===== config.mk =====
export PLATFORM = sky130hd
export DESIGN_NAME = keyed_count_table_core
export DESIGN_NICKNAME = d
export VERILOG_FILES = /design/src/kct_pkg.sv /design/src/kct_front.sv /design/src/kct_back.sv /design/src/keyed_count_table_core.sv
export SDC_FILE = /design/constraint.sdc
export NUM_CORES = 1
export LEC_CHECK = 0
export BUFFER_PORTS_ARGS = -buffer_cell sky130_fd_sc_hd__buf_4
export CORE_ASPECT_RATIO = 1.2
export CORE_MARGIN = 5
export CORE_UTILIZATION = 60
export CTS_CLUSTER_DIAMETER = 100
export CTS_CLUSTER_SIZE = 30
export DETAILED_ROUTE_END_ITERATION = 10
export PLACE_DENSITY = 0.88
export SLEW_MARGIN = 15
export SYNTH_ARGS = -nofsm -noshare
export SYNTH_HDL_FRONTEND = slang
export SYNTH_SLANG_ARGS = --single-unit

===== constraint.sdc =====
create_clock -name clk_i -period 10.3 [get_ports clk_i]
set_clock_uncertainty 0.05 [all_clocks]
set_input_delay 2.575 -clock clk_i [delete_from_list [all_inputs] [get_ports clk_i]]
set_output_delay 2.575 -clock clk_i [all_outputs]
set_load 0.01 [all_outputs]

===== src/kct_pkg.sv =====
package kct_pkg;

  localparam int unsigned QUEUE_DEPTH = 2;
  localparam int unsigned FIELD_BITS  = 16;

  typedef enum logic [1:0] {
    OP_QUERY  = 2'd0,
    OP_ADD    = 2'd1,
    OP_REMOVE = 2'd2
  } op_e;

  typedef enum logic [2:0] {
    STAT_DONE     = 3'd0,
    STAT_ZERO     = 3'd1,
    STAT_ABSENT   = 3'd2,
    STAT_FULL     = 3'd3,
    STAT_OVERFLOW = 3'd4
  } status_e;

  typedef struct packed {
    op_e                   op;
    logic                  amt_zero;
    logic [FIELD_BITS-1:0] key;
    logic [FIELD_BITS-1:0] amount;
  } req_t;

endpackage


===== src/kct_front.sv =====
module kct_front (
  input  logic          clk_i,
  input  logic          rst_ni,
  input  logic          s_axis_tvalid,
  output logic          s_axis_tready,
  input  logic [31:0]   s_axis_tdata,  // item_key, amount
  input  logic [1:0]    s_axis_tuser,  // req_type
  output logic          req_valid_o,
  output kct_pkg::req_t req_o,
  input  logic          req_pop_i
);
  import kct_pkg::*;

  localparam int unsigned PW = (QUEUE_DEPTH > 1) ? $clog2(QUEUE_DEPTH) : 1;
  localparam int unsigned CW = $clog2(QUEUE_DEPTH + 1);

  req_t          queue_q [QUEUE_DEPTH];
  logic [PW-1:0] wptr_q, wptr_d;
  logic [PW-1:0] rptr_q, rptr_d;
  logic [CW-1:0] fill_q, fill_d;
  req_t          cls;
  logic          push;
  logic          pop;

  // classify the incoming transfer
  always_comb begin
    cls.key      = s_axis_tdata[15:0];
    cls.amount   = s_axis_tdata[31:16];
    cls.amt_zero = (s_axis_tdata[31:16] == '0);
    case (op_e'(s_axis_tuser))
      OP_ADD: begin
        cls.op = OP_ADD;
      end
      OP_REMOVE: begin
        cls.op = OP_REMOVE;
      end
      default: begin
        cls.op = OP_QUERY;
      end
    endcase
  end

  assign s_axis_tready = (fill_q != CW'(QUEUE_DEPTH));
  assign push          = s_axis_tvalid && s_axis_tready;
  assign req_valid_o   = (fill_q != '0);
  assign pop           = req_pop_i && req_valid_o;
  assign req_o         = queue_q[rptr_q];

  always_comb begin
    wptr_d = wptr_q;
    rptr_d = rptr_q;
    fill_d = fill_q;
    if (push) begin
      wptr_d = (wptr_q == PW'(QUEUE_DEPTH - 1)) ? '0 : wptr_q + 1'b1;
    end
    if (pop) begin
      rptr_d = (rptr_q == PW'(QUEUE_DEPTH - 1)) ? '0 : rptr_q + 1'b1;
    end
    case ({push, pop})
      2'b10: begin
        fill_d = fill_q + 1'b1;
      end
      2'b01: begin
        fill_d = fill_q - 1'b1;
      end
      default: begin
        fill_d = fill_q;
      end
    endcase
  end

  always_ff @(posedge clk_i or negedge rst_ni) begin
    if (!rst_ni) begin
      wptr_q <= '0;
      rptr_q <= '0;
      fill_q <= '0;
    end else begin
      wptr_q <= wptr_d;
      rptr_q <= rptr_d;
      fill_q <= fill_d;
    end
  end

  always_ff @(posedge clk_i) begin
    if (push) begin
      queue_q[wptr_q] <= cls;
    end
  end

endmodule


===== src/kct_back.sv =====
module kct_back #(
  parameter int unsigned ENTRIES    = 16,
  parameter int unsigned KEY_BITS   = 16,
  parameter int unsigned COUNT_BITS = 16
) (
  input  logic          clk_i,
  input  logic          rst_ni,
  input  logic          req_valid_i,
  input  kct_pkg::req_t req_i,
  output logic          req_pop_o,
  output logic          m_axis_tvalid,
  input  logic          m_axis_tready,
  output logic [15:0]   m_axis_tdata,  // count_now
  output logic [2:0]    m_axis_tuser   // status
);
  import kct_pkg::*;

  localparam int unsigned IW  = (ENTRIES > 1) ? $clog2(ENTRIES) : 1;
  localparam int unsigned KIW = (KEY_BITS > FIELD_BITS) ? KEY_BITS : FIELD_BITS;
  localparam int unsigned AW  = (COUNT_BITS > FIELD_BITS) ? COUNT_BITS : FIELD_BITS;
  localparam int unsigned SW  = AW + 1;

  typedef enum logic [3:0] {
    S_IDLE  = 4'b0001,
    S_SCAN  = 4'b0010,
    S_DRAIN = 4'b0100,
    S_WRITE = 4'b1000
  } state_e;

  state_e                st_q, st_d;
  logic [IW-1:0]         idx_q, idx_d;
  logic                  chk_vld_q, chk_vld_d;
  logic [IW-1:0]         chk_idx_q, chk_idx_d;
  logic [IW-1:0]         rd_idx;
  logic [KEY_BITS-1:0]   key_mem [ENTRIES];
  logic [COUNT_BITS-1:0] cnt_mem [ENTRIES];
  logic [KEY_BITS-1:0]   rd_key_q;
  logic [COUNT_BITS-1:0] rd_cnt_q;
  req_t                  req_q;
  logic                  hit_q;
  logic [IW-1:0]         hit_idx_q;
  logic [COUNT_BITS-1:0] held_q;
  logic                  free_q;
  logic [IW-1:0]         free_idx_q;
  logic                  used_q [ENTRIES];
  logic                  out_vld_q;
  status_e               out_stat_q, res_stat;
  logic [15:0]           out_cnt_q;
  logic                  start;
  logic                  wr_go;
  logic [KIW-1:0]        key_ext;
  logic [KEY_BITS-1:0]   key_m;
  logic [AW-1:0]         held_ext;
  logic [AW-1:0]         amt_ext;
  logic [SW-1:0]         sum;
  logic [AW-1:0]         diff;
  logic                  ovf;
  logic [AW-1:0]         res_held;
  logic                  wr_en;
  logic [IW-1:0]         wr_idx;
  logic [COUNT_BITS-1:0] wr_cnt;
  logic                  set_used;
  logic                  clr_used;

  assign key_ext = KIW'(req_q.key);
  assign key_m   = key_ext[KEY_BITS-1:0];

  assign start     = (st_q == S_IDLE) && req_valid_i;
  assign req_pop_o = start;
  assign wr_go     = (st_q == S_WRITE) && (!out_vld_q || m_axis_tready);
  assign rd_idx    = (st_q == S_SCAN) ? idx_q : '0;

  always_comb begin
    st_d      = st_q;
    idx_d     = idx_q;
    chk_vld_d = 1'b0;
    chk_idx_d = chk_idx_q;
    case (st_q)
      S_IDLE: begin
        if (req_valid_i) begin
          chk_vld_d = 1'b1;
          chk_idx_d = '0;
          idx_d     = IW'(1);
          st_d      = S_SCAN;
        end
      end
      S_SCAN: begin
        chk_vld_d = 1'b1;
        chk_idx_d = idx_q;
        if (idx_q == IW'(ENTRIES - 1)) begin
          st_d = S_DRAIN;
        end else begin
          idx_d = idx_q + 1'b1;
        end
      end
      S_DRAIN: begin
        st_d = S_WRITE;
      end
      S_WRITE: begin
        if (wr_go) begin
          st_d = S_IDLE;
        end
      end
      default: begin
        st_d = S_IDLE;
      end
    endcase
  end

  always_ff @(posedge clk_i or negedge rst_ni) begin
    if (!rst_ni) begin
      st_q      <= S_IDLE;
      idx_q     <= '0;
      chk_vld_q <= 1'b0;
      chk_idx_q <= '0;
      hit_q     <= 1'b0;
      free_q    <= 1'b0;
    end else begin
      st_q      <= st_d;
      idx_q     <= idx_d;
      chk_vld_q <= chk_vld_d;
      chk_idx_q <= chk_idx_d;
      if (start) begin
        hit_q  <= 1'b0;
        free_q <= 1'b0;
      end else if (chk_vld_q) begin
        if (used_q[chk_idx_q] && (rd_key_q == key_m) && !hit_q) begin
          hit_q <= 1'b1;
        end
        if (!used_q[chk_idx_q] && !free_q) begin
          free_q <= 1'b1;
        end
      end
    end
  end

  always_ff @(posedge clk_i) begin
    if (start) begin
      req_q <= req_i;
    end
    if (chk_vld_q && !start) begin
      if (used_q[chk_idx_q] && (rd_key_q == key_m) && !hit_q) begin
        hit_idx_q <= chk_idx_q;
        held_q    <= rd_cnt_q;
      end
      if (!used_q[chk_idx_q] && !free_q) begin
        free_idx_q <= chk_idx_q;
      end
    end
  end

  // slot store, one read port walked by the scan
  always_ff @(posedge clk_i) begin
    rd_key_q <= key_mem[rd_idx];
    rd_cnt_q <= cnt_mem[rd_idx];
    if (wr_en) begin
      key_mem[wr_idx] <= key_m;
      cnt_mem[wr_idx] <= wr_cnt;
    end
  end

  assign held_ext = hit_q ? AW'(held_q) : '0;
  assign amt_ext  = AW'(req_q.amount);
  assign sum      = {1'b0, held_ext} + {1'b0, amt_ext};
  assign diff     = held_ext - amt_ext;
  assign ovf      = |sum[SW-1:COUNT_BITS];

  always_comb begin
    res_stat = STAT_DONE;
    res_held = held_ext;
    wr_en    = 1'b0;
    wr_idx   = hit_idx_q;
    wr_cnt   = sum[COUNT_BITS-1:0];
    set_used = 1'b0;
    clr_used = 1'b0;
    case (req_q.op)
      OP_ADD: begin
        if (req_q.amt_zero) begin
          res_stat = STAT_ZERO;
        end else if (ovf) begin
          res_stat = STAT_OVERFLOW;
        end else if (hit_q) begin
          res_held = sum[AW-1:0];
          wr_en    = wr_go;
        end else if (free_q) begin
          res_held = amt_ext;
          wr_en    = wr_go;
          wr_idx   = free_idx_q;
          set_used = 1'b1;
        end else begin
          res_stat = STAT_FULL;
        end
      end
      OP_REMOVE: begin
        if (req_q.amt_zero) begin
          res_stat = STAT_ZERO;
        end else if (!hit_q || (held_ext < amt_ext)) begin
          res_stat = STAT_ABSENT;
        end else begin
          res_held = diff;
          wr_en    = wr_go;
          wr_cnt   = diff[COUNT_BITS-1:0];
          clr_used = (diff == '0);
        end
      end
      default: begin
        res_stat = STAT_DONE;
      end
    endcase
  end

  always_ff @(posedge clk_i or negedge rst_ni) begin
    if (!rst_ni) begin
      for (int i = 0; i < ENTRIES; i++) begin
        used_q[i] <= 1'b0;
      end
      out_vld_q <= 1'b0;
    end else begin
      if (wr_en && set_used) begin
        used_q[wr_idx] <= 1'b1;
      end else if (wr_en && clr_used) begin
        used_q[wr_idx] <= 1'b0;
      end
      if (wr_go) begin
        out_vld_q <= 1'b1;
      end else if (m_axis_tready) begin
        out_vld_q <= 1'b0;
      end
    end
  end

  always_ff @(posedge clk_i) begin
    if (wr_go) begin
      out_stat_q <= res_stat;
      out_cnt_q  <= res_held[15:0];
    end
  end

  assign m_axis_tvalid = out_vld_q;
  assign m_axis_tdata  = out_cnt_q;
  assign m_axis_tuser  = out_stat_q;

`ifndef NO_ASSERTIONS
  a_result_follows_write: assert property (@(posedge clk_i) disable iff (!rst_ni)
    wr_go |=> out_vld_q)
    else $error("result register not loaded after write back");

  a_new_slot_was_free: assert property (@(posedge clk_i) disable iff (!rst_ni)
    (wr_en && set_used) |-> !used_q[wr_idx])
    else $error("new key placed in an occupied slot");

  a_check_during_walk: assert property (@(posedge clk_i) disable iff (!rst_ni)
    chk_vld_q |-> (st_q == S_SCAN || st_q == S_DRAIN))
    else $error("slot check outside the walk");

  a_full_reports_zero: assert property (@(posedge clk_i) disable iff (!rst_ni)
    (wr_go && res_stat == STAT_FULL) |=> (m_axis_tdata == '0))
    else $error("full table result carries a count");
`endif

endmodule


===== src/keyed_count_table_core.sv =====
// keyed count table: ENTRIES slots of key and count; each transfer is a query, add or
// remove (tuser 0, 1, 2; code 3 acts as a query) and yields one result of status and
// the key's count after the step. a request is held in a two-deep queue and then walks
// every slot through the single read port of the slot store, one slot per cycle, and
// requests are served one at a time in arrival order. adds take the lowest free slot,
// a remove that reaches zero frees its slot, and refused requests leave the table as
// is. the table is empty right after reset, with no clearing pass.
module keyed_count_table_core #(
  parameter int unsigned ENTRIES    = 16,
  parameter int unsigned KEY_BITS   = 16,
  parameter int unsigned COUNT_BITS = 16
) (
  input  logic        clk_i,
  input  logic        rst_ni,
  input  logic        s_axis_tvalid,
  output logic        s_axis_tready,
  input  logic [31:0] s_axis_tdata,  // item_key, amount
  input  logic [1:0]  s_axis_tuser,  // req_type
  output logic        m_axis_tvalid,
  input  logic        m_axis_tready,
  output logic [15:0] m_axis_tdata,  // count_now
  output logic [2:0]  m_axis_tuser   // status
);
  import kct_pkg::*;

  logic req_valid;
  req_t req;
  logic req_pop;

  kct_front u_front (
    .clk_i         (clk_i),
    .rst_ni        (rst_ni),
    .s_axis_tvalid (s_axis_tvalid),
    .s_axis_tready (s_axis_tready),
    .s_axis_tdata  (s_axis_tdata),
    .s_axis_tuser  (s_axis_tuser),
    .req_valid_o   (req_valid),
    .req_o         (req),
    .req_pop_i     (req_pop)
  );

  kct_back #(
    .ENTRIES    (ENTRIES),
    .KEY_BITS   (KEY_BITS),
    .COUNT_BITS (COUNT_BITS)
  ) u_back (
    .clk_i         (clk_i),
    .rst_ni        (rst_ni),
    .req_valid_i   (req_valid),
    .req_i         (req),
    .req_pop_o     (req_pop),
    .m_axis_tvalid (m_axis_tvalid),
    .m_axis_tready (m_axis_tready),
    .m_axis_tdata  (m_axis_tdata),
    .m_axis_tuser  (m_axis_tuser)
  );

endmodule


==> metrics.sh, run 1 <==
UNREPAIRED_SETUP_ENDPOINTS_AFTER_GLOBAL_ROUTING='no'
POWER.TOTAL_mW=7.62
FINAL-MAX-SLEW-VIOLATION-COUNT=0
POWER_REPORT.INTERNAL_TOTAL_mW=5.08
TIMING.REG2REG.SETUP_SLACK_NS=4.88
ROUTE.FINAL.WIRE_LENGTH_UM=76000
CLOCK_SINK_COUNT=728
CRITICAL_PATH.STARTPOINT='u_back.hit_q'
CTS.PATH.MAX_BUFFERS=3
TRITONCTS='done'
CLK_TREE_ROOT_CELL='sky130_fd_sc_hd__clkbuf_16'
GRT-OVFL-TOTAL=0
CLOCK_TREE.HTREE_LEVEL_COUNT=1
TRACK_USAGE_PCT=26.2
RR_WORST_DEPTH=13
PATH_DELAY_FAMILY='simple AND/OR/NAND/NOR gates'
SETUP_VIOLATIONS=0
TYPE_OF_THE_SETUP_PATH_WITH_THE_LEAST_SLACK='reg -> reg'
CHIPHEIGHT_UM=261
LEAKAGEPOWER_nW=11.1
DETAIL_ROUTE.VIAS_PER_CELL=6.67
VDD_IR_DROP_MAX_uV=210
CPPEAKSTAGEDELAY_NS=0.73
SYNTH_SEQUENTIAL_AREA_RATIO_PCT=67.8
P_CLK_SHARE_PCT=18.0
POST-ROUTE-DRC-COUNT=0
SETUP.WORST_PATH.END_CLASS='flip-flop'
COMBPWRFRAC_PCT=27.4
CTS_BUFFERS=28
INITIAL_ANTENNA_VIOLATION_COUNT=1
DRT_PRE_ANTENNA_ITERS=9
WORST_HOLD_CLASS='reg -> reg'
INITIALDRTVIOLATIONCOUNT=2200
ENDPOINT='u_back.cnt_mem[10][14]'
SYNTH_CELLS=2285
OVERALL_DIE_AREA_UM2=57200
NETSWITCHINGFRACTION_PCT=33.3
CLK_PIN_SLEW_NS=0.11
MIN-DELAY-START='u_back.rd_cnt_q[13]'
TOP_FANOUT_VALUE_ON_THE_CRITICAL_PATH=30
ANTENNA_CELLS=0
TIMING.CRITICAL_PATH.BUF_INV=2
SYN_AREA_UM2=31500
MAX_FREQ_MHz=184
GRT_PASS1_VIAS=19800
ANTENNA_LEFT=0
CELL_AREA_POWER_DENSITY_nW_PER_UM2=227
ROUTEDWLPERCELL_UM=25.5
VIA_COUNT=19900
BOUNDARYPINS=59
SEQUENTIALPOWERSHARE_PCT=54.7
TIMING_WORST_SLEW_PIN_VALUE_NS=1.20
POST-CTS-SETUP-BUFFER-COUNT=0
DP.CELLS=2931
HPWL_UM=46400
FINALHOLDVIOLATIONS=0
POWER.SWITCHING_mW=2.53
NUMPORTBUFFERS=58
SYNTH_SEQ_CELLS=728
SYNTH-MAIN-FF-CELL='sky130_fd_sc_hd__edfxtp_1'
SYN_TO_FINAL_GROWTH_PCT=6.49
CRIT_REQUIRED_NS=10.53
SYNTH_AREA_LEADERS='sky130_fd_sc_hd__edfxtp_1, sky130_fd_sc_hd__mux2_2, sky130_fd_sc_hd__a21oi_1, sky130_fd_sc_hd__mux2i_1, sky130_fd_sc_hd__o21ai_0'
CRITICAL_PATH_S_SLOWEST_CELL='sky130_fd_sc_hd__dfrtp_2'
DESIGN.FINAL.NETS=2312
AREA_OF_THE_CORE_REGION_UM2=52300
MAXIMUM_NUMBER_OF_PINS_ON_ONE_NET_BEFORE_GLOBAL_ROUTE_REPAIR=103
CRITICAL_PATH.CELL_CHAIN='nand2_1 > inv_1 > ha_1 > ha_1 > a21oi_1 > or4_4 > a2111oi_4 > a22oi_2 > or4_1 > nand4_4 > nand3_1 > a21oi_4 > buf_4'
FINAL_CELL_COUNT_NO_FILL=2981
TIMING.CRITICAL_PATH.DEPTH=13
TIMING.SETUP.TNS_NS=0
RELSLEWSLACK_PCT=19.8
SYNTH_NETS=2340
NUMBER_OF_BUFFERS_ADDED_TO_FIX_HOLD_VIOLATIONS_AFTER_CTS=0
FINALHOLDWORSTSLACK_NS=0.366
MOST_AREA_HUNGRY_CELL_TYPE_IN_THE_YOSYS_NETLIST='sky130_fd_sc_hd__edfxtp_1'
YOSYSWARNINGCOUNT=0
FIN_CRIT_NS=5.42
CTS-RESIZED-GATES=0
DRV_CAP=0
CRIT_TOP_CELL='sky130_fd_sc_hd__ha_1'
TIMING.CRITICAL_PATH.ARRIVAL_NS=5.65
START_KIND='flip-flop'
DIE_WIDTH_UM=219
CLK_LATENCY_NS=0.61
FIN_CRIT_SH_PCT=52.7
DP_WORST_SETUP_SLACK_NS=4.92
YOSYS.CELL_TYPES.COUNT=80
RUN_STATUS='completed'
POSTSYNTHAREAPERCELL_UM2=13.8
SYNTH_ENABLE_FLOP_CELLS=660
GP_CONGESTION=0.946
REGTOREGSTARTPOINT='u_back.hit_q'
NETLIST.AREA_LEADER.SHARE_PCT=62.9
FRACTION_OF_FINAL_LAYOUT_CELLS_WITH_DRIVE_STRENGTH_GREATER_THAN_1_PCT=14.1
STARTING_UTILIZATION_OF_THE_CORE_AREA_PCT=60.3
ROWS=92
GRT_FIRST_PASS_WIRELENGTH_UM=116000
SETUP_WS_NS=4.88
WORST_R2R_ENDPOINT='u_back.cnt_mem[10][14]'
SYNTH_ASYNC_SR_FLOP_SHARE_PCT=4.95
-- synthesized netlist by cell type (all sizes together) (8+ instances only) --
cell,n
a21o,9
a21oi,260
a221oi,36
a22oi,9
a31oi,15
and2,10
and3,40
buf,33
clkbuf,123
dfrtp,35
dfxtp,32
edfxtp,660
ha,17
inv,34
mux2,132
mux2i,103
nand2,116
nand2b,24
nand3,59
nand4,20
nor2,67
nor2b,11
nor3,17
nor4,8
o211ai,11
o21ai,185
o221ai,36
o22ai,12
or3,10
xnor2,54
xor2,18
-- registers in the layout, summed over array words and instances, names as in the netlist, 2 cells and up, named ones only --
signal / cells
u_back.key_mem: 256
u_back.hit_idx_q: 4
u_front.fill_q: 2
u_back.held_q: 16
u_back.req_q: 3
u_back.free_idx_q: 4
u_back.chk_idx_q: 4
u_back.rd_cnt_q: 16
u_back.cnt_mem: 256
u_back.m_axis_tdata: 16
u_back.idx_q: 4
u_front.queue_q: 70
u_back.st_q: 4
u_back.m_axis_tuser: 3
u_back.rd_key_q: 16
u_back.amt_ext: 16
u_back.key_ext: 16
-- power by group through the flow --
| stage | Clock [mW] | Sequential, mW | Combinational [mW] |
|---|---|---|---|
| 2_1_floorplan | 0 | 3.98 | 1.55 |
| 3_3_place_gp | 0 | 4.20 | 1.96 |
| 3_5_place_dp | 0 | 4.23 | 2.03 |
| 4_1_cts | 1.38 | 4.16 | 2.04 |
| 5_1_grt | 1.49 | 4.20 | 2.24 |
| 6_report | 1.37 | 4.16 | 2.08 |
-- routing by layer --
metal  wire, um  track usage, %  share of wire, %  vias to the layer above
met5          0               0                 0                        -
met4       3320            11.0               4.4                        0
met3       6010            3.10               7.9                      203
met2      38900            45.8                51                     1175
met1      27800            33.4                37                     9811
li1           -               -                 -                     8709
-- how the worst min path moves through the flow --
stage / endpoint / slack (ns) / depth (start not counted)
after global placement: u_back.held_q[14] / 0.34 / 0
after CTS: u_back.held_q[13] / 0.36 / 0
final: u_back.held_q[13] / 0.37 / 0
after global routing: u_back.held_q[10] / 0.38 / 0
after floorplan: u_back.held_q[0] / 0.34 / 0
after detailed placement: u_back.held_q[13] / 0.34 / 0
-- logic make-up (layout without fill, tap and decap cells) --
logic type / count (synthesis) / after routing / synth area share, %
simple gates: 410 / 410 / 6.63
buf+inv: 191 / 182 / 2.49
fa+ha+maj: 18 / 18 / 0.707
xor+xnor: 72 / 72 / 2.00
flops: 728 / 728 / 67.8
mux: 240 / 240 / 8.35
compound gates: 626 / 626 / 12.0
-- metrics by stage --
| stage | util [%] | area (um2) |
|---|---|---|
| 4_1_cts | 64.1 | 33500 |
| 3_3_place_gp | 62.4 | 32600 |
| 2_1_floorplan | - | 31500 |
| 3_5_place_dp | 62.5 | 32700 |
| 5_1_grt | 64.2 | 33600 |
| 6_report | 64.2 | 33600 |
-- placed cells by master (no fill, tap or decap), drive strengths merged, types with 7 or more instances in the layout --
| master | n |
|---|---|
| or3 | 10 |
| and2 | 10 |
| a221oi | 36 |
| a31oi | 15 |
| dfrtp | 35 |
| nor2 | 67 |
| edfxtp | 660 |
| a21o | 9 |
| clkbuf | 48 |
| nor4 | 8 |
| nor2b | 11 |
| a211oi | 7 |
| xor2 | 18 |
| and3 | 40 |
| nand3 | 59 |
| mux2i | 103 |
| o221ai | 36 |
| nand4 | 20 |
| a221o | 7 |
| o211ai | 11 |
| buf | 98 |
| a22oi | 9 |
| nand2b | 24 |
| ha | 17 |
| dfxtp | 32 |
| nand2 | 116 |
| o22ai | 12 |
| inv | 34 |
| a21oi | 260 |
| mux2 | 132 |
| o21ai | 185 |
| xnor2 | 54 |
| or4 | 7 |
| nor3 | 17 |
-- area by class of cell --
type	instances	area, um2
clock buffers	48	797
clock inverters	1	30.0
fillers	3717	18700
inverters	35	131
multi-input cells	1366	9590
flip-flops and latches	728	21400
well taps	705	882
repair buffers	98	756
No activity file was read; power rests on OpenSTA's default activity.
==> run 2, diff against run 1 <==
clock period = 5.1 ns   (was 10.3 ns; I/O delays follow)
==> run 2 against run 1 <==
  * Utilization is 0.97 points higher
  * Routed wire length is 0.25% higher
  * Sequential cell count stayed put
  * Critical path depth stayed put
==> metrics.sh, run 2 (synthesis results as in run 1) <==
ROUTEDWLPERCELL_UM=25.4  # was 25.5 um
LARGESTREGISTERS='u_back.cnt_mem (256), u_back.key_mem (256), u_front.queue_q (70)'  # unchanged
GRT_PASS1_VIAS=20000  # was 19800
TYPE_OF_THE_SETUP_PATH_WITH_THE_LEAST_SLACK='reg -> reg'  # unchanged
FIN_CRIT_SH_PCT=93.5  # was 52.7%
NUMBER_OF_BUFFERS_ADDED_TO_FIX_HOLD_VIOLATIONS_AFTER_CTS=0  # unchanged
CRITICAL_PATH.STARTPOINT='u_back.hit_q'  # unchanged
STARTING_UTILIZATION_OF_THE_CORE_AREA_PCT=60.3  # unchanged
OVERALL_DIE_AREA_UM2=57200  # unchanged
FINAL_CELL_COUNT_NO_FILL=3007  # was 2981
TRITONCTS='done'  # unchanged
CLOCK_SINK_COUNT=728  # unchanged
BOUNDARYPINS=59  # unchanged
CELL_AREA_POWER_DENSITY_nW_PER_UM2=455  # was 227 nW/um2
ROUTE.FINAL.WIRE_LENGTH_UM=76200  # was 76000 um
CLK_PIN_SLEW_NS=0.12  # was 0.11 ns
REGTOREGSTARTPOINT='u_back.hit_q'  # unchanged
LEAKAGEPOWER_nW=11.3  # was 11.1 nW
DP_WORST_SETUP_SLACK_NS=0.254  # was 4.92 ns
CLOCK_TREE.HTREE_LEVEL_COUNT=1  # unchanged
CTS_BUFFERS=28  # unchanged
GRT-OVFL-TOTAL=0  # unchanged
CRIT_REQUIRED_NS=5.57  # was 10.53 ns
UNREPAIRED_SETUP_ENDPOINTS_AFTER_GLOBAL_ROUTING='no'  # unchanged
HPWL_UM=47000  # was 46400 um
GRT_FIRST_PASS_WIRELENGTH_UM=115000  # was 116000 um
ANTENNA_LEFT=0  # unchanged
FINALHOLDVIOLATIONS=0  # unchanged
DP.CELLS=2954  # was 2931
GP_CONGESTION=0.941  # was 0.946
MOST_FREQUENT_CELLS_IN_THE_LAYOUT='sky130_fd_sc_hd__edfxtp_1, sky130_fd_sc_hd__a21oi_1, sky130_fd_sc_hd__o21ai_0'  # unchanged
CHIPHEIGHT_UM=261  # unchanged
VIA_COUNT=20100  # was 19900
FINAL-MAX-SLEW-VIOLATION-COUNT=0  # unchanged
VDD_IR_DROP_MAX_uV=531  # was 210 uV
RELSLEWSLACK_PCT=27.5  # was 19.8%
LAYOUT.CELLS.MOST_COMMON='sky130_fd_sc_hd__edfxtp_1'  # unchanged
ANTENNA_CELLS=0  # unchanged
INITIAL_ANTENNA_VIOLATION_COUNT=0  # was 1
RUN_STATUS='completed'  # unchanged
TOP_FANOUT_VALUE_ON_THE_CRITICAL_PATH=16  # was 30
SETUP_VIOLATIONS=0  # unchanged
DETAIL_ROUTE.VIAS_PER_CELL=6.68  # was 6.67
DRV_CAP=0  # unchanged
FIN_CRIT_NS=4.77  # was 5.42 ns
CLK_LATENCY_NS=0.64  # was 0.61 ns
MAXIMUM_NUMBER_OF_PINS_ON_ONE_NET_BEFORE_GLOBAL_ROUTE_REPAIR=118  # was 103
NUMPORTBUFFERS=58  # unchanged
TRACK_USAGE_PCT=26.0  # was 26.2%
START_KIND='flip-flop'  # unchanged
DRT_PRE_ANTENNA_ITERS=6  # was 9
POST-ROUTE-DRC-COUNT=0  # unchanged
AREA_OF_THE_CORE_REGION_UM2=52300  # unchanged
SETUP_WS_NS=0.334  # was 4.88 ns
DIE_WIDTH_UM=219  # unchanged
TIMING_WORST_SLEW_PIN_VALUE_NS=1.09  # was 1.20 ns
CLK_TREE_ROOT_CELL='sky130_fd_sc_hd__clkbuf_16'  # unchanged
TIMING.CRITICAL_PATH.ARRIVAL_NS=5.23  # was 5.65 ns
SETUP.WORST_PATH.END_CLASS='flip-flop'  # unchanged
MAX_FREQ_MHz=210  # was 184 MHz
DESIGN.FINAL.NETS=2335  # was 2312
SYN_TO_FINAL_GROWTH_PCT=8.10  # was 6.49%
FRACTION_OF_FINAL_LAYOUT_CELLS_WITH_DRIVE_STRENGTH_GREATER_THAN_1_PCT=15.5  # was 14.1%
RR_WORST_DEPTH=13  # unchanged
TIMING.REG2REG.SETUP_SLACK_NS=0.33  # was 4.88 ns
ROWS=92  # unchanged
INITIALDRTVIOLATIONCOUNT=2270  # was 2200
WORST_HOLD_CLASS='reg -> reg'  # unchanged
CTS.PATH.MAX_BUFFERS=3  # unchanged
-- run 2: layer usage --
layer / vias up / GRT usage (%) / part of all wire, %
met5: - / 0 / 0
met4: 0 / 11.1 / 4.6
met3: 216 / 3.05 / 8.2
met2: 1173 / 45.8 / 51
met1: 9934 / 32.9 / 37
li1: 8776 / - / -
-- run 2: how the worst min path moves through the flow --
stage / from / to / slack (ns) / cells past startpoint
6_report: u_back.rd_cnt_q[3] / u_back.held_q[3] / 0.36 / 0
5_1_grt: u_back.rd_cnt_q[13] / u_back.held_q[13] / 0.38 / 0
4_1_cts: u_back.rd_cnt_q[10] / u_back.held_q[10] / 0.36 / 0
3_5_place_dp: u_back.rd_cnt_q[15] / u_back.held_q[15] / 0.34 / 0
3_3_place_gp: u_back.rd_cnt_q[10] / u_back.held_q[10] / 0.34 / 0
2_1_floorplan: u_back.rd_cnt_q[0] / u_back.held_q[0] / 0.34 / 0
-- run 2: timing repair --
action                     4_1_cts  5_1_grt
resized for setup                0        2
setup buffers                    0        0
setup endpoints to repair        0       32
-- run 2: area by class of cell --
cell class              instances  area, um2
flip-flops and latches        728      21400
fillers                      3591      18200
multi-input cells            1366       9710
repair buffers                121       1140
well taps                     705        882
clock buffers                  48        797
inverters                      35        131
clock inverters                 4       31.3
-- run 2: per-stage QoR --
stage	hold slack, ns	setup TNS, ns	power [mW]	instance area (um2)	util [%]
6_report	0.365	0	15.5	34100	65.2
5_1_grt	0.376	0	16.1	34100	65.2
4_1_cts	0.359	0	15.4	34000	65.1
3_5_place_dp	0.339	0	12.7	33200	63.5
3_3_place_gp	0.336	0	12.5	33200	63.5
2_1_floorplan	0.336	-7.07	11.2	31900	-
-- run 2: power breakdown --
part	internal (mW)	switching, mW	total [mW]
Sequential	7.61	0.769	8.38
Combinational	1.62	2.70	4.31
Clock	1.09	1.70	2.79
-- run 2: worst max-delay path, stage by stage, from the launching register on --
cell and delay, ns:
sky130_fd_sc_hd__dfrtp_2 0.60, sky130_fd_sc_hd__nand2_4 0.09, sky130_fd_sc_hd__ha_1 0.20, sky130_fd_sc_hd__inv_1 0.06, sky130_fd_sc_hd__ha_1 0.24, sky130_fd_sc_hd__o21ai_1 0.12, sky130_fd_sc_hd__a2111oi_0 0.79, sky130_fd_sc_hd__o211ai_1 0.40
sky130_fd_sc_hd__a311oi_1 0.74, sky130_fd_sc_hd__nand4bb_1 0.27, sky130_fd_sc_hd__nor4bb_1 0.37, sky130_fd_sc_hd__and4_1 0.31, sky130_fd_sc_hd__buf_4 0.26, sky130_fd_sc_hd__a21oi_1 0.11
